## config.mk

```make
export PLATFORM = sky130hd
export DESIGN_NAME = svt_ctrl
export DESIGN_NICKNAME = d
export VERILOG_FILES = /design/src/rtl/core/svt_pkg.sv /design/src/rtl/core/svt_ctrl.sv
export SDC_FILE = /design/constraint.sdc
export NUM_CORES = 1
export LEC_CHECK = 0
export BUFFER_PORTS_ARGS = -buffer_cell sky130_fd_sc_hd__buf_2
export CORE_AREA = 2 2 39 41
export CTS_CLUSTER_DIAMETER = 120
export DETAILED_ROUTE_END_ITERATION = 7
export DIE_AREA = 0 0 41 43
export PLACE_DENSITY = 0.34
export SETUP_SLACK_MARGIN = 0.02
export SLEW_MARGIN = 15
export SYNTH_ARGS = -nofsm -noshare
export SYNTH_HDL_FRONTEND = slang
export SYNTH_SLANG_ARGS = --single-unit
```

## constraint.sdc

```tcl
create_clock -name clk -period 1.1 [get_ports clk]
set_clock_uncertainty 0.2 [all_clocks]
set_input_delay 0.055 -clock clk [delete_from_list [all_inputs] [get_ports clk]]
set_output_delay 0.055 -clock clk [all_outputs]
set_load 0.02 [all_outputs]
```

## src/rtl/core/svt_pkg.sv

```systemverilog
// Package: types, codes and default sizes for the sector validity tracker.
`default_nettype none
package svt_pkg;

  localparam int NUM_UNITS_DEF         = 32;
  localparam int CHUNKS_PER_UNIT_DEF   = 32;
  localparam int SECTORS_PER_CHUNK_DEF = 1024;

  localparam int UPG_W       = 6;
  localparam int RES_CNT_W   = 11;
  localparam int PU_RAW_W    = 11;
  localparam logic [UPG_W-1:0] UPG_RESET = 6'd4;

  localparam logic CMD_MARK_VALID   = 1'b0;
  localparam logic CMD_MARK_INVALID = 1'b1;

  typedef enum logic [1:0] {
    MARK_UNUSED  = 2'd0,
    MARK_VALID   = 2'd1,
    MARK_INVALID = 2'd2
  } svt_mark_t;

  typedef enum logic [2:0] {
    S_CLEAR,
    S_IDLE,
    S_UNIT,
    S_CHUNK,
    S_SECTOR,
    S_READ,
    S_UPDATE
  } svt_state_t;

  typedef struct packed {
    logic       cmd;
    logic [4:0] unit_group;
    logic [4:0] unit_in_group;
    logic [4:0] chunk;
    logic [9:0] sector;
    logic       batch_end;
  } svt_req_t;

  typedef struct packed {
    svt_mark_t            prior_state;
    logic                 changed;
    logic [RES_CNT_W-1:0] valid_total;
    logic [RES_CNT_W-1:0] invalid_total;
    logic                 addr_error;
    logic                 batch_last;
  } svt_res_t;

  // Commands from the controller to the datapath
  typedef struct packed {
    logic clear;
    logic load;
    logic calc_unit;
    logic calc_chunk;
    logic calc_sector;
    logic update;
  } svt_ctl_t;

  // Status from the datapath to the controller
  typedef struct packed {
    logic clear_done;
  } svt_stat_t;

endpackage
`default_nettype wire

```

## src/rtl/core/svt_ctrl.sv

```systemverilog
// Controller: sequences the clearing sweep and the per-request update steps.
`default_nettype none
module svt_ctrl (
  input  wire logic              clk,
  input  wire logic              rst,
  input  wire logic              start,
  input  wire svt_pkg::svt_stat_t stat,
  output svt_pkg::svt_ctl_t      ctl,
  output logic                   busy,
  output logic                   done
);

  svt_pkg::svt_state_t state, state_next;

  always_ff @(posedge clk) begin
    if (rst) begin
      state <= svt_pkg::S_CLEAR;
      done  <= 1'b0;
    end else begin
      state <= state_next;
      done  <= (state == svt_pkg::S_UPDATE);
    end
  end

  always_comb begin
    state_next = state;
    ctl        = '0;
    case (state)
      svt_pkg::S_CLEAR: begin
        ctl.clear = 1'b1;
        if (stat.clear_done) begin
          state_next = svt_pkg::S_IDLE;
        end
      end
      svt_pkg::S_IDLE: begin
        if (start) begin
          ctl.load   = 1'b1;
          state_next = svt_pkg::S_UNIT;
        end
      end
      svt_pkg::S_UNIT: begin
        ctl.calc_unit = 1'b1;
        state_next    = svt_pkg::S_CHUNK;
      end
      svt_pkg::S_CHUNK: begin
        ctl.calc_chunk = 1'b1;
        state_next     = svt_pkg::S_SECTOR;
      end
      svt_pkg::S_SECTOR: begin
        ctl.calc_sector = 1'b1;
        state_next      = svt_pkg::S_READ;
      end
      // RAM read data lands at the end of this cycle
      svt_pkg::S_READ: begin
        state_next = svt_pkg::S_UPDATE;
      end
      svt_pkg::S_UPDATE: begin
        ctl.update = 1'b1;
        state_next = svt_pkg::S_IDLE;
      end
      default: begin
        state_next = svt_pkg::S_CLEAR;
      end
    endcase
  end

  assign busy = (state != svt_pkg::S_IDLE);

endmodule
`default_nettype wire

```

Word-level counts from Yosys, hierarchy flattened
Index checks and enable logic that the tools add are counted.
Storage, ports and cells
  register bits after elaboration: 4
  input bits: 4
  output and inout port bits: 8
  logic and storage cells: 23
Operators by class
  equality and inequality tests: 9
  multiplexer cells: 10
  reductions and logical operators: 2
Operators by type and width (number)
  3-bit case mux with 7 select lines: 1
  3-bit == test (second input constant): 3
  1-bit two-way mux: 7
  3-bit by 2-bit == test with 1-bit output (second input constant): 2
  3-bit two-way mux: 2
  2-bit != test (second input constant): 2
  3-bit by 1-bit == test with 1-bit output (second input constant): 1
  3-bit logical NOT: 1
  3-bit by 1-bit != test with 1-bit output (second input constant): 1
  2-bit AND reduction: 1

Logic depth before layout (Yosys ltp)
Gate-level depths: netlist (run 1).
  depth after elaboration: 3
  mapped depth: 4
  mapped depth without buffers: 3

Worst setup path after synthesis (run 1)
OpenSTA, ideal clock, no wires.
  path type: reg-to-reg
  from: reg state[0]
  to: reg state[1]
  setup time: 66 ps
  arrival time: 1157 ps
  data required time: 834 ps
  setup slack: -323 ps
  cell stages (with the launch flop): 5
  path buffers: 1
  clock period less this slack: 1423 ps
  cells stage by stage: dfxtp_1 > buf_6 > nor3b_1 > a31oi_1 > nor2_1
Between the ends
  cells in the longest elaborated chain, start to end: 3
  elaborated cells on any way between the ends: 11
  those cells by class: eq/ne (8); mux (1); reduce/logical (2)
Ends and longest elaborated chain
  start: declaration: RTL line svt_ctrl.sv:13  | svt_pkg::svt_state_t state, state_next;
  start signal: assignment: RTL line svt_ctrl.sv:17  | state <= svt_pkg::S_CLEAR;
  start signal: assignment: RTL line svt_ctrl.sv:20  | state <= state_next;
  3-bit by 1-bit == test with 1-bit output or 3-bit logical NOT (tied branches): RTL line svt_ctrl.sv:28  | case (state)
  2-bit != test (no source line)
  2-bit AND reduction (no source line)
Several ways; a longest one is shown, not always the timed one.
A chain may end at the register's enable or synchronous reset.

==> key figures, run 1 <==
Status
  – Outcome: finished, violations left
  – Failing checks: negative setup slack

Place
  – GPL Wtd Cong: 0.732
  – HPWL Detailed: 450 um
  – Worst slack, placed: -107 ps
  – DP Area: 317 um2
  – Port-buffer cells: 11
  – Placed instance count: 55

Worst setup path
  – CP startpoint kind: flip-flop
  – Slowest stage delay, CP: 390 ps
  – Slowest cell on the critical path: dfxtp_4
  – Critical Path Sink Type: output pin
  – Worst setup path category: reg2out
  – Worst path required time: 840 ps
  – Register-to-register path setup slack: -130 ps
  – CP max FO: 6
  – R2R Path Start: state[2]
  – Cell chain of the critical path: nand2_2 -> or2_1 -> inv_1 -> buf_6
  – Reg2reg path depth: 4
  – Critical path arrival: 1090 ps
  – Worst R2R End: state[1]

Die
  – Core Rows: 14
  – Initial core utilization: 14.6%
  – Die ar.: 1760 um2
  – Die H: 43 um
  – Die Wd: 41 um
  – Core ar.: 1380 um2
  – I/O pins: 12

Logic synthesis
  – Synth warn: 0
  – Synth Register Bits: 4
  – Multiplexer share of the synthesized area: 0%
  – Mapped Nets: 29
  – Post-synthesis adder-cell area fraction: 0%
  – Synth Area in Compound Gates: 9.26%
  – Register area share after synthesis: 39.5%
  – Largest family of logic cells by synthesized area: simple AND/OR/NAND/NOR gates
  – Simple-gate share of the synthesized area: 42.0%
  – Mapped Area: 203 um2
  – Syn Area/Cell: 8.11 um2
  – XOR/XNOR Fraction of Synth Area: 0%
  – Cells after Synth: 25
  – Distinct cell type count after synthesis: 16

Power
  – Gate power share: 33.0%
  – Maximum VDD drop: 0.479 mV
  – Tot Pwr: 546 uW
  – Power Dens Cells: 1170 nW/um2
  – NetSw: 169 uW
  – Sw Share: 30.9%
  – LEAKAGE: 0.000215 uW
  – Clock power share: 34.9%
  – Seq pwr share: 32.0%
  – Cell Int Power: 378 uW

Detailed routing
  – DR vias: 267
  – # DRC: 0
  – DRT Pass-1 Iters: 4
  – WL/cell: 10.8 um
  – Met2 routed WL: 377 um
  – DR vias/cell: 4.31
  – WL met1: 243 um
  – Total wire length: 668 um
  – Top routing layer in use: met4
  – Initial DRC Count: 4
  – Metal3 WL: 27 um
  – ANT nets after route: 0

GRT
  – Total GRT Usage: 9.12%
  – Vias in the first global route: 259
  – Overflow after GRT: 0
  – Pin count of the biggest net entering global routing: 7
  – First-pass GRT wire length: 1.03 mm
  – Antenna violations before repair: 0

Layout
  – Leading cell type in the layout, fill and taps excluded: buf_6
  – Area Overhead vs Synth: 130%
  – Antenna cell count: 0
  – Final net count: 52
  – Share of layout cells above drive strength 1: 69.6%
  – Most frequent cells in the layout: buf_6 (10), buf_2 (4), clkbuf_4 (3), buf_4 (3), dfxtp_4 (3)
  – Filler-free cell count of the finished design: 62
  – Design area: 467 um2
  – Filler cells: 142

Timing
  – Post-route worst setup slack: -250 ps
  – Final cycle utilization of the critical path: 123%
  – Min cycle time layout: 1350 ps
  – Final hold viol count: 0
  – Fmax: 741 MHz
  – Slew Viols, Final: 0
  – RSZ-0062 raised after global routing: true
  – Slew HR: 86.9%
  – # setup viols final: 9
  – Worst Max-Slew Pin Slew: 197 ps

Clocking
  – Sink Count: 4
  – Clk slew on worst S/H paths: 40 ps
  – TritonCTS clock tree: done
  – H-tree levels: 1
  – TritonCTS buffer count: 3
  – CTS max path bufs: 2
  – Buffer type at the clock tree root: clkbuf_4
  – Clock latency on the worst-skew pair: 240 ps

Job
  – MaxCap Viol Count: 0

Min path
  – Hold Crit Endpoint: state[0]
  – Hold crit path type: in2reg
  – HP Start: stat
  – Worst Hold Depth: 4
## through the flow
stage                     util, %  hold WS, ps  setup TNS (ps)
final                        33.7         26.4           -1730
after floorplan                 -        -83.3           -86.6
after global routing         33.7         55.8           -2030
after CTS                    31.7         23.1           -1670
after detailed placement     22.9         75.2            -284
after global placement       22.9         75.0            -221
## repair_timing
| item | CTS | global route |
|---|---|---|
| hold buffers | 2 | 1 |
| setup buffers | 2 | 0 |
| resized for setup | 22 | 7 |
| setup endpoints to repair | 11 | 11 |
| endpoints found under the hold margin | 4 | 4 |
| pin swaps | 6 | 1 |
## registers in the layout, indices dropped and copies added (netlist names)
register / count
state: 3
done: 1
## routing by layer
layer / global-route usage [%] / vias to the layer above
met5: 0 / -
met4: 8.00 / 0
met3: 3.14 / 2
met2: 14.4 / 8
met1: 8.63 / 130
li1: - / 127
## worst max-delay path by stage
stage / slack [ps] / startpoint / to / cells after the start
2_1_floorplan: -30 / state[0] / ctl[5] / 2
3_3_place_gp: -90 / state[0] / ctl[2] / 4
3_5_place_dp: -110 / state[0] / ctl[2] / 4
4_1_cts: -220 / state[0] / ctl[0] / 3
5_1_grt: -260 / state[1] / ctl[2] / 4
6_report: -250 / state[1] / ctl[2] / 4
## worst max-delay path: cells and delay by family (launching register included)
kind / cells / cell delay (ps)
buffers and inverters: 2 / 190
flip-flops: 1 / 390
AND/OR/NAND/NOR: 2 / 270
## power by group through the flow
stage	clock network (uW)	registers (uW)	logic, uW
4_1_cts	194	170	162
2_1_floorplan	0	166	82.5
5_1_grt	203	177	191
6_report	191	175	181
3_5_place_dp	0	174	115
3_3_place_gp	0	174	116
## cells in the mapped netlist, drive strengths merged
library cell,number,area [um2]
a21oi,1,5.00
a31oi,1,6.26
and2b,1,7.51
and3,1,6.26
buf,1,11.3
dfxtp,4,80.1
inv,2,7.51
nand2,3,11.3
nor2,3,11.3
nor3,2,10.0
nor3b,2,20.0
o31ai,1,7.51
or2,2,12.5
or3,1,6.26
## cells by family (layout without fill, tap and decap cells)
family          Yosys count  after routing
simple gates             15             15
flops                     4              4
buf+inv                   3             24
compound gates            3              3
## area by class of cell
type / instances / area, um2 / share of cell area [%]
inverters: 2 / 7.51 / 1.61
repair buffers: 19 / 175 / 37.5
clock buffers: 3 / 22.5 / 4.83
multi-input cells: 18 / 150 / 32.2
flip-flops and latches: 4 / 91.3 / 19.6
well taps: 16 / 20.0 / 4.29
No activity file was read; power rests on OpenSTA's default activity.
==> run 2: changes to the inputs <==
--- a/config.mk
+++ b/config.mk
@@ -10,7 +10,7 @@
 export CTS_CLUSTER_DIAMETER = 120
 export DETAILED_ROUTE_END_ITERATION = 7
 export DIE_AREA = 0 0 41 43
-export PLACE_DENSITY = 0.34
+export PLACE_DENSITY = 0.35
 export SETUP_SLACK_MARGIN = 0.02
 export SLEW_MARGIN = 15
 export SYNTH_ARGS = -nofsm -noshare
==> constraint.sdc (replaced) <==
create_clock -name clk -period 1.25 [get_ports clk]
set_clock_uncertainty 0.2 [all_clocks]
set_input_delay 0.0625 -clock clk [delete_from_list [all_inputs] [get_ports clk]]
set_output_delay 0.0625 -clock clk [all_outputs]
set_load 0.02 [all_outputs]
==> key figures, run 2 (synthesis gave the netlist of run 1 again) <==
Timing
  – RSZ-0062 raised after global routing: true (unchanged)
  – Post-route worst setup slack: -59.1 ps (was -250 ps)
  – # setup viols final: 6 (was 9)
  – Final hold viol count: 0 (unchanged)
  – Slew Viols, Final: 0 (unchanged)
  – Fmax: 764 MHz
  – Slew HR: 87.2% (was 86.9%)
  – Setup tns final: -254 ps (was -1730 ps)
  – Min cycle time layout: 1310 ps
  – Worst Max-Slew Pin Slew: 191 ps (was 197 ps)
  – Final cycle utilization of the critical path: 105%

Clocking
  – H-tree levels: 1 (unchanged)
  – Buffer type at the clock tree root: clkbuf_4 (unchanged)
  – TritonCTS buffer count: 3 (unchanged)
  – Clk slew on worst S/H paths: 40 ps (about the same)
  – Sink Count: 4 (unchanged)
  – CTS max path bufs: 2 (unchanged)
  – TritonCTS clock tree: done (unchanged)
  – Clock latency on the worst-skew pair: 240 ps (about the same)

Place
  – Worst slack, placed: 38.3 ps (was -107 ps)
  – Port-buffer cells: 11 (unchanged)
  – GPL Wtd Cong: 0.656 (was 0.732)
  – Placed instance count: 53 (was 55)

Worst setup path
  – Cell chain of the critical path: nand2_1 -> or2_1 -> inv_1 -> buf_6 (was nand2_2 -> or2_1 -> inv_1 -> buf_6)
  – Critical path arrival: 1050 ps (was 1090 ps)
  – Critical Path Sink Type: output pin (unchanged)
  – CP startpoint kind: flip-flop (unchanged)
  – Worst path required time: 990 ps (was 840 ps)
  – CP max FO: 6 (unchanged)
  – R2R Path Start: state[2] (unchanged)
  – Worst setup path category: reg2out (unchanged)
  – Register-to-register path setup slack: 50 ps (was -130 ps)
  – Slowest stage delay, CP: 360 ps (was 390 ps)
  – Worst R2R End: state[1] (unchanged)
  – Slowest cell on the critical path: dfxtp_4 (unchanged)
  – Reg2reg path depth: 3 (was 4)

Power
  – Power Dens Cells: 1100 nW/um2 (was 1170 nW/um2)
  – Clock power share: 37.5% (was 34.9%)
  – Sw Share: 29.2% (was 30.9%)
  – Cell Int Power: 309 uW (was 378 uW)
  – Gate power share: 28.6% (was 33.0%)
  – Maximum VDD drop: 0.535 mV (was 0.479 mV)
  – NetSw: 128 uW (was 169 uW)
  – Seq pwr share: 34.0% (was 32.0%)
  – LEAKAGE: 0.000193 uW (was 0.000215 uW)

Layout
  – Filler-free cell count of the finished design: 60 (was 62)
  – Antenna cell count: 0 (unchanged)
  – Area Overhead vs Synth: 95.7% (was 130%)
  – Filler cells: 151 (was 142)
  – FF/Latch Area: 91.3 um2 (unchanged)
  – Share of layout cells above drive strength 1: 56.8% (was 69.6%)
  – Most flops, register: state (unchanged)
  – Largest regs: state: 3 flops, done: 1 flops (unchanged)
  – Multi-input logic area: 118 um2 (was 150 um2)
  – Final core occ: 28.7% (was 33.7%)
  – Final net count: 50 (was 52)
  – Most frequent cells in the layout: buf_4 (6), buf_2 (5), buf_6 (4) (was buf_6 (10), buf_2 (4), clkbuf_4 (3), buf_4 (3), dfxtp_4 (3))
  – Leading cell type in the layout, fill and taps excluded: buf_4 (was buf_6)
  – Max reg flops: 3 (unchanged)

Status
  – Outcome: finished, violations left (unchanged)
  – Failing checks: negative setup slack (unchanged)

Detailed routing
  – WL/cell: 9.03 um (was 10.8 um)
  – Initial DRC Count: 4 (unchanged)
  – Total wire length: 542 um (was 668 um)
  – # DRC: 0 (unchanged)
  – DR vias/cell: 4.12 (was 4.31)
  – DR vias: 247 (was 267)
  – DRT Pass-1 Iters: 2 (was 4)
  – ANT nets after route: 0 (unchanged)

Die
  – Die Wd: 41 um (unchanged)
  – Initial core utilization: 14.6% (unchanged)
  – Core Rows: 14 (unchanged)
  – Core ar.: 1380 um2 (unchanged)
  – Die H: 43 um (unchanged)
  – Die ar.: 1760 um2 (unchanged)
  – I/O pins: 12 (unchanged)

GRT
  – Pin count of the biggest net entering global routing: 9 (was 7)
  – Total GRT Usage: 7.82% (was 9.12%)
  – First-pass GRT wire length: 862 um (was 1.03 mm)
  – Overflow after GRT: 0 (unchanged)
  – Vias in the first global route: 231 (was 259)
  – Antenna violations before repair: 0 (unchanged)

Min path
  – Worst Hold Depth: 3 (was 4)
  – Hold Crit Endpoint: state[0] (unchanged)
  – Hold crit path type: in2reg (unchanged)
  – HP Start: start (was stat)

Job
  – MaxCap Viol Count: 0 (unchanged)
## run 2: changes by cell type in the layout (fill, tap and decap cells not counted), sizes merged
cell	change
dlygate4sd3	-1
buf	-2
dlymetal6s4s	+1
## run 2: layout make-up
class | instances | area share [%]
Timing Repair Buffer | 17 | 34.7
Multi-Input combinational cell | 18 | 29.7
Sequential cell | 4 | 23.0
Clock buffer | 3 | 5.68
Tap cell | 16 | 5.05
Inverter | 2 | 1.89
## run 2: what timing repair did
item | CTS | global route
resized for setup | 12 | 6
hold endpoints to repair | 4 | 0
hold buffers | 2 | 0
gates cloned | 0 | 0
setup buffers | 3 | 1
endpoints found under the setup margin | 7 | 9
pin swaps | 2 | 5
## run 2: stage by stage
step,cell area [um2],power (uW),hold WS [ps]
6_report,397,436,12.5
5_1_grt,397,460,41.7
4_1_cts,380,436,47.6
3_5_place_dp,287,242,76.3
3_3_place_gp,287,241,79.8
2_1_floorplan,208,210,-68.4
## run 2: layer usage
layer  wire (um)  track usage (%)  up-vias
met5           0                0        -
met4           0             6.00        0
met3          86             5.24        0
met2         248             11.3       15
met1         208             7.37      107
li1            -                -      125
## run 2: power groups by stage
| stage | combinational (uW) | sequential, uW | clock, uW |
|---|---|---|---|
| 6_report | 125 | 148 | 163 |
| 5_1_grt | 135 | 150 | 175 |
| 4_1_cts | 118 | 147 | 171 |
| 3_5_place_dp | 92.2 | 149 | 0 |
| 3_3_place_gp | 91.5 | 150 | 0 |
| 2_1_floorplan | 66.1 | 144 | 0 |
## run 2: critical path, delay by kind of cell (launching register included)
kind          cells  cell delay (ps)
buf+inv           2              180
flops             1              360
simple gates      2              270
## run 2: how the worst max path moves through the flow
stage                to  depth (start not counted)  slack [ps]  startpoint
2_1_floorplan      done                          3          20    state[1]
3_3_place_gp   state[1]                          3          70    state[2]
3_5_place_dp   state[1]                          3          40    state[2]
4_1_cts          ctl[3]                          3         -70    state[0]
5_1_grt          ctl[2]                          4        -130    state[1]
6_report         ctl[2]                          4         -60    state[1]
